--- config.mk ---
export PLATFORM = sky130hd
export DESIGN_NAME = xcfr_ctrl
export DESIGN_NICKNAME = d
export VERILOG_FILES = /design/src/rtl/xcfr_pkg.sv /design/src/rtl/xcfr_ctrl.sv
export SDC_FILE = /design/constraint.sdc
export NUM_CORES = 1
export LEC_CHECK = 0
export ABC_CLOCK_PERIOD_IN_PS = 1000
export CAP_MARGIN = 10
export CORE_AREA = 2 2 39 41
export DETAILED_ROUTE_END_ITERATION = 6
export DIE_AREA = 0 0 41 43
export DONT_BUFFER_PORTS = 1
export SYNTH_ARGS = -nofsm -noshare
export SYNTH_HDL_FRONTEND = slang
export SYNTH_SLANG_ARGS = --single-unit
--- constraint.sdc ---
create_clock -name clk -period 1 [get_ports clk]
set_input_delay 0 -clock clk [delete_from_list [all_inputs] [get_ports clk]]
set_output_delay 0 -clock clk [all_outputs]
set_load 0.005 [all_outputs]
--- src/rtl/xcfr_pkg.sv ---
// xcfr_pkg: shared types and codes for the XOR-checked frame receiver.
// No dependencies; imported by every module of the block.
`default_nettype none

package xcfr_pkg;

  // Sequencer states of the controller
  typedef enum logic [1:0] {
    ST_IDLE,
    ST_RD_LEN,
    ST_RD_DATA
  } ctrl_state_t;

  // Frame parser phases
  typedef enum logic [2:0] {
    PH_HUNT    = 3'd0,
    PH_LEN     = 3'd1,
    PH_PAYLOAD = 3'd2,
    PH_SUM     = 3'd3,
    PH_TAIL    = 3'd4
  } parse_phase_t;

  // Input command codes
  localparam logic CMD_FEED = 1'b0;
  localparam logic CMD_READ = 1'b1;

  // Result kind codes
  localparam logic [1:0] KIND_FEED  = 2'd0;
  localparam logic [1:0] KIND_DATA  = 2'd1;
  localparam logic [1:0] KIND_EMPTY = 2'd2;

  // Feed event codes
  localparam logic [2:0] EV_NONE       = 3'd0;
  localparam logic [2:0] EV_COMMIT     = 3'd1;
  localparam logic [2:0] EV_SUM_ERR    = 3'd2;
  localparam logic [2:0] EV_RING_FULL  = 3'd3;
  localparam logic [2:0] EV_LEN_REJECT = 3'd4;

  // Register indexes (paddr[2]) and reset values
  localparam logic       REG_HEAD   = 1'b0;
  localparam logic       REG_TAIL   = 1'b1;
  localparam logic [7:0] HEAD_RESET = 8'hAA;
  localparam logic [7:0] TAIL_RESET = 8'h55;

  // Payload index width per slot (frames hold at most 62 bytes)
  localparam int IDX_W = 6;

  // Controller -> datapath commands
  typedef struct packed {
    logic accept_feed;   // feed beat taken, run the parser
    logic read_empty;    // read beat taken on an empty ring
    logic start_read;    // read beat taken, ring holds a frame
    logic load_len;      // latch length of the oldest frame
    logic emit;          // load one frame data beat into the output register
  } xcfr_cmd_t;

  // Datapath -> controller status
  typedef struct packed {
    logic out_free;      // output register can take a beat this cycle
    logic ring_empty;
    logic emit_last;     // the next data beat ends the frame
  } xcfr_sts_t;

endpackage

`default_nettype wire

--- src/rtl/xcfr_ctrl.sv ---
// xcfr_ctrl: sequencer that takes input beats and paces frame readout.
// Depends on xcfr_pkg.
`default_nettype none

module xcfr_ctrl
  import xcfr_pkg::*;
(
  input  wire logic       clk,
  input  wire logic       rst_n,
  input  wire logic       in_valid,
  input  wire logic       in_command,
  output logic            in_ready,
  input  wire xcfr_sts_t  sts,
  output xcfr_cmd_t       cmd
);

  ctrl_state_t state_r, state_nxt;
  logic        take;

  assign take = (state_r == ST_IDLE) && in_valid && sts.out_free;

  always_comb begin
    state_nxt = state_r;
    unique case (state_r)
      ST_IDLE: begin
        if (take && (in_command == CMD_READ) && !sts.ring_empty) state_nxt = ST_RD_LEN;
      end
      ST_RD_LEN:  state_nxt = ST_RD_DATA;
      ST_RD_DATA: begin
        if (sts.out_free && sts.emit_last) state_nxt = ST_IDLE;
      end
      default:    state_nxt = ST_IDLE;
    endcase
  end

  always_ff @(posedge clk) begin
    if (!rst_n) state_r <= ST_IDLE;
    else        state_r <= state_nxt;
  end

  always_comb begin
    in_ready        = 1'b0;
    cmd             = '0;
    unique case (state_r)
      ST_IDLE: begin
        in_ready         = sts.out_free;
        cmd.accept_feed  = take && (in_command == CMD_FEED);
        cmd.read_empty   = take && (in_command == CMD_READ) && sts.ring_empty;
        cmd.start_read   = take && (in_command == CMD_READ) && !sts.ring_empty;
      end
      ST_RD_LEN:  cmd.load_len = 1'b1;
      ST_RD_DATA: cmd.emit     = sts.out_free;
      default:    cmd          = '0;
    endcase
  end

  // Final data beat hands control back to idle
  a_last_to_idle: assert property (@(posedge clk) disable iff (!rst_n)
    (cmd.emit && sts.emit_last) |=> (state_r == ST_IDLE))
    else $error("readout did not end after last beat");

  // Nothing is taken while a frame is being streamed out
  a_no_take_busy: assert property (@(posedge clk) disable iff (!rst_n)
    (state_r != ST_IDLE) |-> !(cmd.accept_feed || cmd.read_empty || cmd.start_read))
    else $error("input beat taken during readout");

  // Only one command kind per cycle
  a_cmd_onehot: assert property (@(posedge clk) disable iff (!rst_n)
    $onehot0(cmd))
    else $error("conflicting datapath commands");

endmodule

`default_nettype wire

# == After elaboration in Yosys (flattened, before gate mapping) ==
# Index checks and enable logic that the tools add are counted.
# word_totals
register_bits,2
inputBits,7
output_inout_bits,6
wordCells,23
# op_classes
eq_ne,4
n_mux,7
n_bitwise,1
reduce_logical,10
# op_table
cell,count
1-bit logical AND,7
2-bit one-hot mux with 3 select lines,1
2-bit two-way mux,2
1-bit two-way mux,3
3-bit two-way mux,1
2-bit by 1-bit equality test with 1-bit output (second input constant),1
2-bit equality test (second input constant),1
2-bit logical NOT,1
2-bit by 1-bit inequality test with 1-bit output (second input constant),1
2-bit inequality test (second input constant),1
2-bit AND reduction,1
1-bit logical NOT,1
1-bit NOT,1

# == Logic depth before layout (Yosys ltp) ==
# depth
ltp_word,7
depth_mapped,3
depth_no_buf,3

# == Worst setup path before layout ==
# No wires, ideal clock.
# synth_path
kind,flip-flop to flip-flop
startpoint,register state_r[0]
endpoint,register state_r[0]
setup_time_ns,0.073
t_arrival_ns,0.800
required_time_ns,0.927
setup_slack_ns,0.127
path_stages_with_launch,4
path_buffers,0
period_less_slack_ns,0.873
path_cell_list,dfxtp_1 > nor3b_2 > nand2_2 > nor3_2
# synth_via
elab_chain_cells,7
elab_cells_between_ends,11
cone_classes,eq/ne: 4; mux: 1; reduce/logical: 6
# synth_rtl
element,line,source
"start, declared",xcfr_ctrl.sv:17,"ctrl_state_t state_r, state_nxt;"
"start signal, assigned",xcfr_ctrl.sv:38,else state_r <= state_nxt;
2-bit logical NOT,"xcfr_ctrl.sv:20, xcfr_ctrl.sv:24",
1-bit logical AND (2 in series),xcfr_ctrl.sv:20,assign take = (state_r == ST_IDLE) && in_valid && sts.out_free;
1-bit logical AND (2 in series),xcfr_ctrl.sv:26,if (take && (in_command == CMD_READ) && !sts.ring_empty) state_nxt = ST_RD_LEN;
2-bit by 1-bit inequality test with 1-bit output (no line),n/a,
2-bit AND reduction (no line),n/a,
# Parallel ways exist; a longest one is shown, timed or not.
# A chain may end at the register's enable or synchronous reset.

==> results.toml <==
[drt]
final_antenna_net_count = 0
routed_wirelength_um = 373
wl_per_cell_um = 9.10
drtIter0Drc = 1
drc_errors = 0
via_per_inst = 3.44
via_count = 141
dr.pass1.iters = 2

[layout]
num-fill-cells = 158
largest_reg_flops = 2
instances_no_fill = 41
drive_gt1_share_pct = 52.0
reg_top3 = "state_r: 2 flops"
final_cell_mix = "clkbuf_4, dlygate4sd3_1, buf_4"
top_register = "state_r"
syn2layout_area_growth_pct = 83.5
diodes = 0
layout.nets = 34

[power]
power_mw = 0.309
swShare_pct = 20.8
clkPwrFrac_pct = 57.1
peakVddDrop_mv = 0.291
p_sw_mw = 0.0642
leakagePower_nw = 0.0991
intPower_mw = 0.244
pwr-share-seq_pct = 27.1
p_per_area_nw_per_um2 = 1230
p_comb_share_pct = 15.7

[min_path]
hp-start = "sts[2]"
hold_end = "state_r[1]"
holdPathStages = 2
min_path_type = "primary input to register"

[setup_path]
rr_endpoint = "state_r[0]"
criticalPathCategory = "register to output port"
critPathRequiredTime_ns = 1.00
cp_max_fo = 4
start_kind = "register"
cp.arrival_ns = 1.07
reg2reg_depth = 4
rrSetupSlack_ns = -0.04
timing.rr.start = "state_r[0]"
crit_start = "state_r[0]"
end_kind = "output port"

[cts]
cts_sinks = 2
cts_tree = "done"
ctsRootBufferMaster = "clkbuf_4"
cts_buffers = 3
insertion_delay_ns = 0.22
clk_path_buf_depth = 2
path_clk_slew_ns = 0.03
htreeDepth = 1

[synth]
yosysWarnings = 0
ys_seq_area_share_pct = 29.4
syn_nets = 23
synth_area_leaders = "dfxtp_1, nor3b_2, nor3_2, a211oi_1, buf_4"
synth_cell_type_count = 12
syn_area_um2 = 136
synth_top_cell_area_share_pct = 29.4
synth_top_area_cell = "dfxtp_1"
synth_seq_cells = 2
avgSynthCellArea_um2 = 8.52
syn-instance-count = 16

[die]
coreArea_um2 = 1380
dieArea_um2 = 1760
core.rowCount = 14
pin_count = 13
die_h_um = 43
initial_core_util_pct = 9.86
fp.dieW_um = 41

[placement]
gp_congestion = 0.530
dp.cells = 32
dp_hpwl_um = 267
portBuffers = 0

[sta]
rsz0062_at_grt = "true"
drv_slew = 0
fin_ws_ns = -0.0700
fmax_ghz = 0.935
fin_hold_ws_ns = 0.0177
fin_skew_ns = 0.00168
period_share_pct = 107
fin_crit_ns = 1.07
totalNegativeSetupSlack_ns = -0.169
setup_viol = 5
tightest_slew_ns = 0.251
max_slew_margin_pct = 83.2
finalHoldViolations = 0

[global_route]
grt_first_pass_wirelength_um = 614
grtUsageTotal_pct = 6.01
first_global_vias = 157
grt_max_degree = 5
overflow = 0
antenna_found_initial = 0

[run]
maxCapViolations = 0

[run_status]
status = "complete, but fails checks"
violations = "negative setup slack"
[cell families (layout without fill, tap and decap cells)]
family | after synthesis | in the layout | synth area share (%)
AO/OA/AOI/OAI | 2 | 2 | 11.0
buffers and inverters | 2 | 11 | 8.26
flip-flops | 2 | 2 | 29.4
AND/OR/NAND/NOR | 10 | 10 | 51.4
[how the worst max path moves through the flow]
stage,end,cells past startpoint
floorplan,state_r[0],3
global placement,state_r[0],3
detailed placement,state_r[0],3
CTS,cmd[2],3
global route,cmd[2],3
finish,cmd[2],3
[critical path: stages (launching register included)]
cell and delay (ns):
dfxtp_2 0.33, nor3b_4 0.23, nand2_2 0.11, nor3b_2 0.19
[metal layers]
metal	share of wire, %	GRT usage (%)
met3	8.3	3.66
met1	20	3.83
met5	0	0
met4	0	8.00
met2	72	9.06
[area by class of cell]
type	instances	area, µm²	area share (%)
clock buffers	3	22.5	9.00
well taps	16	20.0	8.00
repair buffers	7	63.8	25.5
multi-input cells	12	97.6	39.0
flip-flops and latches	2	42.5	17.0
inverters	1	3.75	1.50
[power by group through the flow]
stage | Combinational [mW] | Clock [mW] | Sequential (mW)
floorplan | 0.0176 | 0 | 0.0840
global placement | 0.0228 | 0 | 0.0841
detailed placement | 0.0231 | 0 | 0.0842
CTS | 0.0466 | 0.192 | 0.0837
global route | 0.0540 | 0.191 | 0.0838
finish | 0.0486 | 0.176 | 0.0837
[cells in the mapped netlist]
cell type / n
nor3_2: 1
buf_4: 1
nand2_2: 1
a211oi_1: 1
nor3b_2: 2
o21a_1: 1
nor2b_1: 1
nor2_1: 2
inv_1: 1
nor3b_1: 1
nand2_1: 2
dfxtp_1: 2
[per-stage QoR]
| stage | setup WS (ns) | instance area (µm²) | util [%] |
|---|---|---|---|
| floorplan | 0.127 | 136 | - |
| finish | -0.0700 | 250 | 18.1 |
| CTS | -0.107 | 244 | 17.6 |
| global route | -0.147 | 250 | 18.1 |
| detailed placement | 0.0248 | 156 | 11.3 |
| global placement | 0.0400 | 156 | 11.3 |
[timing repair]
action	4_1_cts	5_1_grt
endpoints found under the setup margin	4	5
pin swaps	3	2
hold buffers	3	0
hold endpoints to repair	2	0
gates resized for setup	4	1
setup buffers	3	0
Note: power is estimated with default switching activity, not from simulation.
