File: src/rtl/xcfr_pkg.sv
// xcfr_pkg: shared types and codes for the XOR-checked frame receiver.
// No dependencies; imported by every module of the block.
`default_nettype none

package xcfr_pkg;

  // Sequencer states of the controller
  typedef enum logic [1:0] {
    ST_IDLE,
    ST_RD_LEN,
    ST_RD_DATA
  } ctrl_state_t;

  // Frame parser phases
  typedef enum logic [2:0] {
    PH_HUNT    = 3'd0,
    PH_LEN     = 3'd1,
    PH_PAYLOAD = 3'd2,
    PH_SUM     = 3'd3,
    PH_TAIL    = 3'd4
  } parse_phase_t;

  // Input command codes
  localparam logic CMD_FEED = 1'b0;
  localparam logic CMD_READ = 1'b1;

  // Result kind codes
  localparam logic [1:0] KIND_FEED  = 2'd0;
  localparam logic [1:0] KIND_DATA  = 2'd1;
  localparam logic [1:0] KIND_EMPTY = 2'd2;

  // Feed event codes
  localparam logic [2:0] EV_NONE       = 3'd0;
  localparam logic [2:0] EV_COMMIT     = 3'd1;
  localparam logic [2:0] EV_SUM_ERR    = 3'd2;
  localparam logic [2:0] EV_RING_FULL  = 3'd3;
  localparam logic [2:0] EV_LEN_REJECT = 3'd4;

  // Register indexes (paddr[2]) and reset values
  localparam logic       REG_HEAD   = 1'b0;
  localparam logic       REG_TAIL   = 1'b1;
  localparam logic [7:0] HEAD_RESET = 8'hAA;
  localparam logic [7:0] TAIL_RESET = 8'h55;

  // Payload index width per slot (frames hold at most 62 bytes)
  localparam int IDX_W = 6;

  // Controller -> datapath commands
  typedef struct packed {
    logic accept_feed;   // feed beat taken, run the parser
    logic read_empty;    // read beat taken on an empty ring
    logic start_read;    // read beat taken, ring holds a frame
    logic load_len;      // latch length of the oldest frame
    logic emit;          // load one frame data beat into the output register
  } xcfr_cmd_t;

  // Datapath -> controller status
  typedef struct packed {
    logic out_free;      // output register can take a beat this cycle
    logic ring_empty;
    logic emit_last;     // the next data beat ends the frame
  } xcfr_sts_t;

endpackage

`default_nettype wire

File: src/rtl/xcfr_regs.sv
// xcfr_regs: APB-style register file holding the head and tail byte values.
// Depends on xcfr_pkg.
`default_nettype none

module xcfr_regs
  import xcfr_pkg::*;
(
  input  wire logic        clk,
  input  wire logic        rst_n,
  input  wire logic        psel,
  input  wire logic        penable,
  input  wire logic        pwrite,
  input  wire logic [2:0]  paddr,
  input  wire logic [31:0] pwdata,
  output logic [31:0]      prdata,
  output logic             pready,
  output logic [7:0]       head_byte,
  output logic [7:0]       tail_byte
);

  logic [7:0] head_r, head_nxt;
  logic [7:0] tail_r, tail_nxt;
  logic       wr_en;

  assign pready = 1'b1;
  assign wr_en  = psel && penable && pwrite;

  always_comb begin
    head_nxt = head_r;
    tail_nxt = tail_r;
    if (wr_en) begin
      unique case (paddr[2])
        REG_HEAD: head_nxt = pwdata[7:0];
        REG_TAIL: tail_nxt = pwdata[7:0];
        default:  head_nxt = head_r;
      endcase
    end
  end

  always_ff @(posedge clk) begin
    if (!rst_n) begin
      head_r <= HEAD_RESET;
      tail_r <= TAIL_RESET;
    end else begin
      head_r <= head_nxt;
      tail_r <= tail_nxt;
    end
  end

  always_comb begin
    unique case (paddr[2])
      REG_HEAD: prdata = {24'd0, head_r};
      REG_TAIL: prdata = {24'd0, tail_r};
      default:  prdata = 32'd0;
    endcase
  end

  assign head_byte = head_r;
  assign tail_byte = tail_r;

endmodule

`default_nettype wire

File: config.mk
export PLATFORM = sky130hd
export DESIGN_NAME = xcfr_regs
export DESIGN_NICKNAME = d
export VERILOG_FILES = /design/src/rtl/xcfr_pkg.sv /design/src/rtl/xcfr_regs.sv
export SDC_FILE = /design/constraint.sdc
export NUM_CORES = 1
export LEC_CHECK = 0
export ABC_AREA = 1
export BUFFER_PORTS_ARGS = -buffer_cell sky130_fd_sc_hd__buf_2
export CORE_UTILIZATION = 37
export CTS_BUF_LIST = sky130_fd_sc_hd__clkbuf_8
export DETAILED_ROUTE_END_ITERATION = 10
export PLACE_DENSITY = 0.81
export SETUP_SLACK_MARGIN = 0.3
export SYNTH_ARGS = -nofsm -noshare
export SYNTH_HDL_FRONTEND = slang
export SYNTH_SLANG_ARGS = --single-unit
export TNS_END_PERCENT = 20
File: constraint.sdc
create_clock -name clk -period 1.2 [get_ports clk]
set_input_delay 0 -clock clk [delete_from_list [all_inputs] [get_ports clk]]
set_output_delay 0 -clock clk [all_outputs]
set_load 0.02 [all_outputs]
-- Word-level counts from Yosys, hierarchy flattened
Index checks and enable logic that the tools add are counted.
Widths: inputs -> output; s select.
- register bits after elaboration: 16
- bits of input ports: 40
- output and inout port bits: 49
- logic and storage cells: 8
- mux-type cells: 1
- bitwise operators: 1
- reductions and logical operators: 4
- operator list (operator ; count):
    $pmux 32 s2 ; 1
    $reduce_and 2->1 ; 2
    $logic_and 1x1->1 ; 2
    $not 1->1 ; 1

-- Longest topological paths before layout
Gate-level depths: netlist of the first run.
- depth after elaboration: 3
- mapped depth: 5
- depth with buffers taken out: 5

-- Least setup slack after synthesis of the first run
OpenSTA, ideal clock, no wires.
- path kind: register to output
- start point: register tail_r[1], in the netlist tail_byte[1]
- end point: output port prdata[1]
- arrival: 673 ps
- data required time: 1200 ps
- slack: 527 ps
- cell stages (with the launch flop): 3
- buffers on the path: 0
- path through: dfxtp_1 -> nand2_1 -> nand2_1
- word-level cells in the longest chain between the ends: 1
- ends and longest elaborated chain (element ; line ; source):
    start: declaration ; xcfr_regs.sv:22 ; logic [7:0] tail_r, tail_nxt;
    start signal: assignment ; xcfr_regs.sv:46 ; tail_r <= tail_nxt;
    $pmux 32 s2 ; xcfr_regs.sv:51 ; unique case (paddr[2])
    end: declaration ; xcfr_regs.sv:15 ; output logic [31:0] prdata,
No other way between the ends. The select of a mux whose other input is x is not followed.

-- Final worst setup path of the first run
- start point: register tail_r[4], in the netlist tail_byte[4]
- end point: output port prdata[4]
The elaborated chain is that of the path after synthesis.

==> run_results.csv, run 1 <==
group,metric,value,unit
sta,post-route-min-period,0.864,ns
clocking,clockRootBuffer,"clkbuf_8",
die,fp.dieH,52.4,microns
drt,drt-wirelength-per-cell,9.19,microns
drt,vias,922,
clocking,worstSkewPairLatency,0.23,ns
die,rows,17,
clocking,post_cts_buffers,0,
global_route,grt_max_degree,17,
final_layout,drive_gt1_frac,0.262,
pwr,switchingPower,387,uW
drt,vias_per_cell,4.29,
pwr,intPower,865,uW
pwr,p_leak,0.000668,uW
final_layout,diodes,0,
final_layout,nets,229,
global_route,grt_pass1_wl,3.11,mm
yosys,netlist_instances,144,
sta,report.final.setup_viol,0,
die,core_area,2300,sq um
pwr,max-vdd-ir-drop,490,uV
final_layout,final_util,0.512,
sta,hold_violations,0,
drt,detail-route-antenna-nets,0,
pwr,p_comb_frac,0.243,
setup_path,cp-end-kind,"output pin",
sta,finClkSkew,0,ns
global_route,antenna_found_initial,0,
final_layout,syn_to_final_growth,25.3,%
placement,finalWeightedCongestion,0.714,
setup_path,crit_type,"reg2out",
clocking,cts_buffer_depth,2,
final_layout,layout_commonest_cell,"nand2_1",
drt,drt_iter0_drc,21,
hold_path,hold_class,"in2reg",
die,io_pins,89,
pwr,power_density,1060,nW/um^2
drt,dr.pass1.iters,4,
die,die_x,52.4,microns
drt,drc_errors,0,
die,die_area,2740,sq um
job,cap_violations,0,
clocking,cts_tree,"built",
sta,drv_slew,0,
drt,finalWirelength,1.98,mm
pwr,swShare,0.309,
yosys,seq_area_frac_synth,0.341,
sta,holdWs,0.0962,ns
final_layout,mostFrequentLayoutCells,"nand2_1 (51), buf_2 (35), conb_1 (25)",
setup_path,worst_r2r_path_depth,2,
sta,fin_crit_sh,0.720,
yosys,synth_cell_types,12,
yosys,syn_avg_cell_area,6.52,sq um
yosys,synth_area,938,sq um
placement,port_buffers,37,
clocking,cts_htree_levels,1,
final_layout,design_area,1180,sq um
setup_path,arrival,0.86,ns
hold_path,hold_depth,2,
yosys,ys_ff_latch,16,
sta,setup-tns-final,0,ns
status,status,"finished clean",
sta,rsz0062_at_grt,"yes",
global_route,grt_util_all_layers,0.151,
global_route,grt_overflow,0,
placement,dpl.hpwl,1.43,mm
global_route,grt_pass1_vias,739,
yosys,yosysWarnings,0,
setup_path,start_kind,"flop",
clocking,clkSinkCount,16,
setup_path,path_max_fanout,3,
setup_path,worstPathRequired,1.20,ns
placement,dpl_cell_area,1040,sq um
clocking,path_clk_slew,0.06,ns
clocking,cts_buffers,3,
pwr,p_seq_frac,0.451,
die,start_util,0.408,
sta,fmaxAchievable,1160,MHz
pwr,p_clk_frac,0.306,
==> layer usage <==
metal  wire length [microns]  track usage  part of all wire  vias up
met5                       0            0                 0        -
met4                      27       0.0658             0.014        0
met3                      90       0.0174             0.046        2
met2                    1010        0.270              0.51       35
met1                     852        0.179              0.43      413
li1                        -            -                 -      472
==> synthesized netlist by cell type <==
cell / n / area, sq um
inv_1: 9 / 33.8
nand2_1: 51 / 191
dfxtp_1: 16 / 320
conb_1: 2 / 7.51
buf_4: 25 / 188
inv_2: 1 / 3.75
nand3_1: 17 / 85.1
nor2_1: 16 / 60.1
nor2_4: 2 / 22.5
nor2_2: 1 / 6.26
buf_2: 3 / 15.0
clkbuf_2: 1 / 5.00
==> power by group through the flow <==
stage          Clock [uW]  Sequential [uW]  Combinational [uW]
2_1_floorplan           0              598                 241
3_5_place_dp            0              575                 281
6_report              383              564                 304
3_3_place_gp            0              574                 278
4_1_cts               390              564                 301
5_1_grt               415              567                 335
==> final timing paths <==
check,start,slack (ns),endpoint
setup / recovery,tail_byte[4],0.34,prdata[4]
hold / removal,rst_n,0.1,tail_byte[4]
setup reg to reg,head_byte[4],0.62,head_byte[4]
hold reg to reg,head_byte[5],0.47,head_byte[5]
==> metrics by stage <==
step	power, uW	setup WS [ns]	std cells
after floorplan	839	0.527	167
after global placement	853	0.351	204
after detailed placement	856	0.339	204
after CTS	1250	0.322	215
after global routing	1320	0.285	215
final	1250	0.336	215
==> kinds of logic (layout without fill, tap and decap cells) <==
kind of cell	count (synthesis)	count (layout)	synth area share
buffers and inverters	39	59	0.261
and+or+nand+nor	87	87	0.389
other	2	25	0.00800
DFF	16	16	0.341
==> flip-flops by register name, indices dropped and copies added (netlist names) <==
name / cells
head_byte: 8
tail_byte: 8
==> cell type report <==
class / count / area, sq um
fill: 234 / 1120
clock buffer: 3 / 41.3
timing repair buffer: 46 / 278
inverter: 10 / 37.5
sequential: 16 / 325
multi-input combinational: 112 / 459
tap: 28 / 35.0
==> worst max-delay path: stages, from the launching register on <==
cell	delay, ns
dfxtp_1	0.35
nand2_1	0.06
nand2_1	0.07
buf_4	0.14
==> what timing repair did <==
action / 4_1_cts / 5_1_grt
resized for setup: 0 / 6
hold buffers: 8 / 0
hold endpoints to repair: 8 / 0
endpoints found under the setup margin: 0 / 8
No activity file was read; power rests on OpenSTA's default activity.
==> inputs of run 2 (changes only) <==
clock period = 0.9 ns   (was 1.2 ns; I/O delays follow)
==> run 2 against run 1 <==
Compared with the run above:
- the run now ends with hold timing left
- sequential cell count unchanged
- sequential share of layout area is 0.70 points higher
- total power up 36%
- clock skew is the same
- final area rose by 2.0%
- clock power increased by 36%
- worst hold slack worse by 0.11 ns
- critical endpoint is now prdata[7]
- largest cell class unchanged
==> run_results.csv, run 2 (same netlist as run 1, synthesis figures left out) <==
group,metric,value,unit
setup_path,crit_type,"reg2out",
hold_path,hold_class,"in2reg",
die,io_pins,89,
drt,detail-route-antenna-nets,0,
drt,drc_errors,0,
clocking,cts_htree_levels,1,
global_route,grt_pass1_vias,734,
drt,highest_layer,"met3",
sta,rsz0062_at_grt,"yes",
pwr,p_leak,0.000675,uW
sta,setup-tns-final,0,ns
setup_path,cp-end-kind,"output pin",
setup_path,arrival,0.82,ns
die,die_area,2740,sq um
clocking,worstSkewPairLatency,0.24,ns
final_layout,diodes,0,
clocking,cts_buffers,3,
global_route,grt_pass1_wl,3.22,mm
setup_path,start_kind,"flop",
final_layout,nets,226,
die,rows,17,
clocking,path_clk_slew,0.06,ns
sta,timing.final.ws_setup,0.0801,ns
final_layout,layout_commonest_cell,"nand2_1",
drt,drt_iter0_drc,12,
placement,finalWeightedCongestion,0.733,
sta,hold_violations,8,
sta,fmaxAchievable,1220,MHz
final_layout,design_area,1200,sq um
final_layout,syn_to_final_growth,27.9,%
final_layout,drive_gt1_frac,0.380,
pwr,power.total,1700,uW
global_route,antenna_found_initial,0,
global_route,grt_max_degree,17,
sta,finClkSkew,0,ns
placement,dpl.hpwl,1.51,mm
job,cap_violations,0,
global_route,grt_util_all_layers,0.159,
placement,dpl_cell_area,1100,sq um
die,start_util,0.408,
sta,holdWs,-0.0177,ns
sta,drv_slew,0,
drt,wl_met2,910,microns
global_route,grt_overflow,0,
drt,vias,908,
sta,fin_crit_sh,0.911,
drt,dr.pass1.iters,4,
die,core_area,2300,sq um
pwr,max-vdd-ir-drop,670,uV
status,violations,"hold timing",
sta,report.final.setup_viol,0,
final_layout,mostFrequentLayoutCells,"nand2_1 (47), buf_2 (29), conb_1 (25)",
drt,drt-wirelength-per-cell,9.37,microns
status,status,"finished with violations",
drt,vias_per_cell,4.28,
sta,post-route-min-period,0.820,ns
pwr,power_density,1420,nW/um^2
drt,drt-met1-wl,945,microns
setup_path,worstPathRequired,0.90,ns
die,fp.dieH,52.4,microns
drt,wl_met3,130,microns
placement,post-place-ws,0.129,ns
clocking,clockRootBuffer,"clkbuf_8",
clocking,clkSinkCount,16,
setup_path,path_max_fanout,3,
clocking,cts_tree,"built",
clocking,cts_buffer_depth,2,
drt,finalWirelength,1.99,mm
die,die_x,52.4,microns
placement,port_buffers,37,
run 2: cell types whose count changed in the layout (fill, tap and decap cells not counted):
| cell | delta |
|---|---|
| buf_4 | +4 |
| nand2_2 | +4 |
| dfxtp_2 | +12 |
| dfxtp_1 | -12 |
| buf_6 | +7 |
| dlygate4sd3_1 | -8 |
| nand2_1 | -4 |
| buf_2 | -6 |
run 2: path summary, 6_finish.rpt:
| check | start | end | slack [ns] | cells past startpoint |
|---|---|---|---|---|
| max | tail_byte[7] | prdata[7] | 0.08 | 3 |
| min | pwdata[5] | head_byte[5] | -0.02 | 3 |
| max reg2reg | head_byte[1] | head_byte[1] | 0.33 | 2 |
| min reg2reg | head_byte[5] | head_byte[5] | 0.46 | 2 |
run 2: through the flow:
step / hold slack, ns / std cells / utilization
3_5_place_dp: 0.233 / 209 / 0.478
5_1_grt: -0.00130 / 212 / 0.522
3_3_place_gp: 0.226 / 209 / 0.478
6_report: -0.0177 / 212 / 0.522
4_1_cts: -0.0172 / 212 / 0.509
2_1_floorplan: 0.126 / 167 / -
run 2: final cells by class:
| class | count | area [sq um] |
|---|---|---|
| clock buffer | 3 | 41.3 |
| fill | 245 | 1100 |
| inverter | 10 | 37.5 |
| multi-input combinational | 112 | 469 |
| sequential | 16 | 340 |
| tap | 28 | 35.0 |
| timing repair buffer | 43 | 277 |
run 2: worst max-delay path, stage by stage (launching register included):
cell and delay, ns:
dfxtp_2 0.33, nand2_1 0.06, nand2_1 0.07, buf_6 0.12
run 2: repair_timing:
item,CTS,global route
setup endpoints to repair,24,33
pin swaps,1,7
hold endpoints to repair,8,2
setup buffers,0,0
gates resized for setup,13,10
gates cloned,0,0
run 2: layer usage:
metal | vias to the layer above | GRT usage
met5 | - | 0
met4 | 0 | 0.0395
li1 | 470 | -
met2 | 37 | 0.253
met1 | 401 | 0.213
met3 | 0 | 0.0377
run 2: where the power goes:
part,switching (uW),internal (uW)
clock network,226,296
logic,288,139
registers,17.5,739
total,531,1170
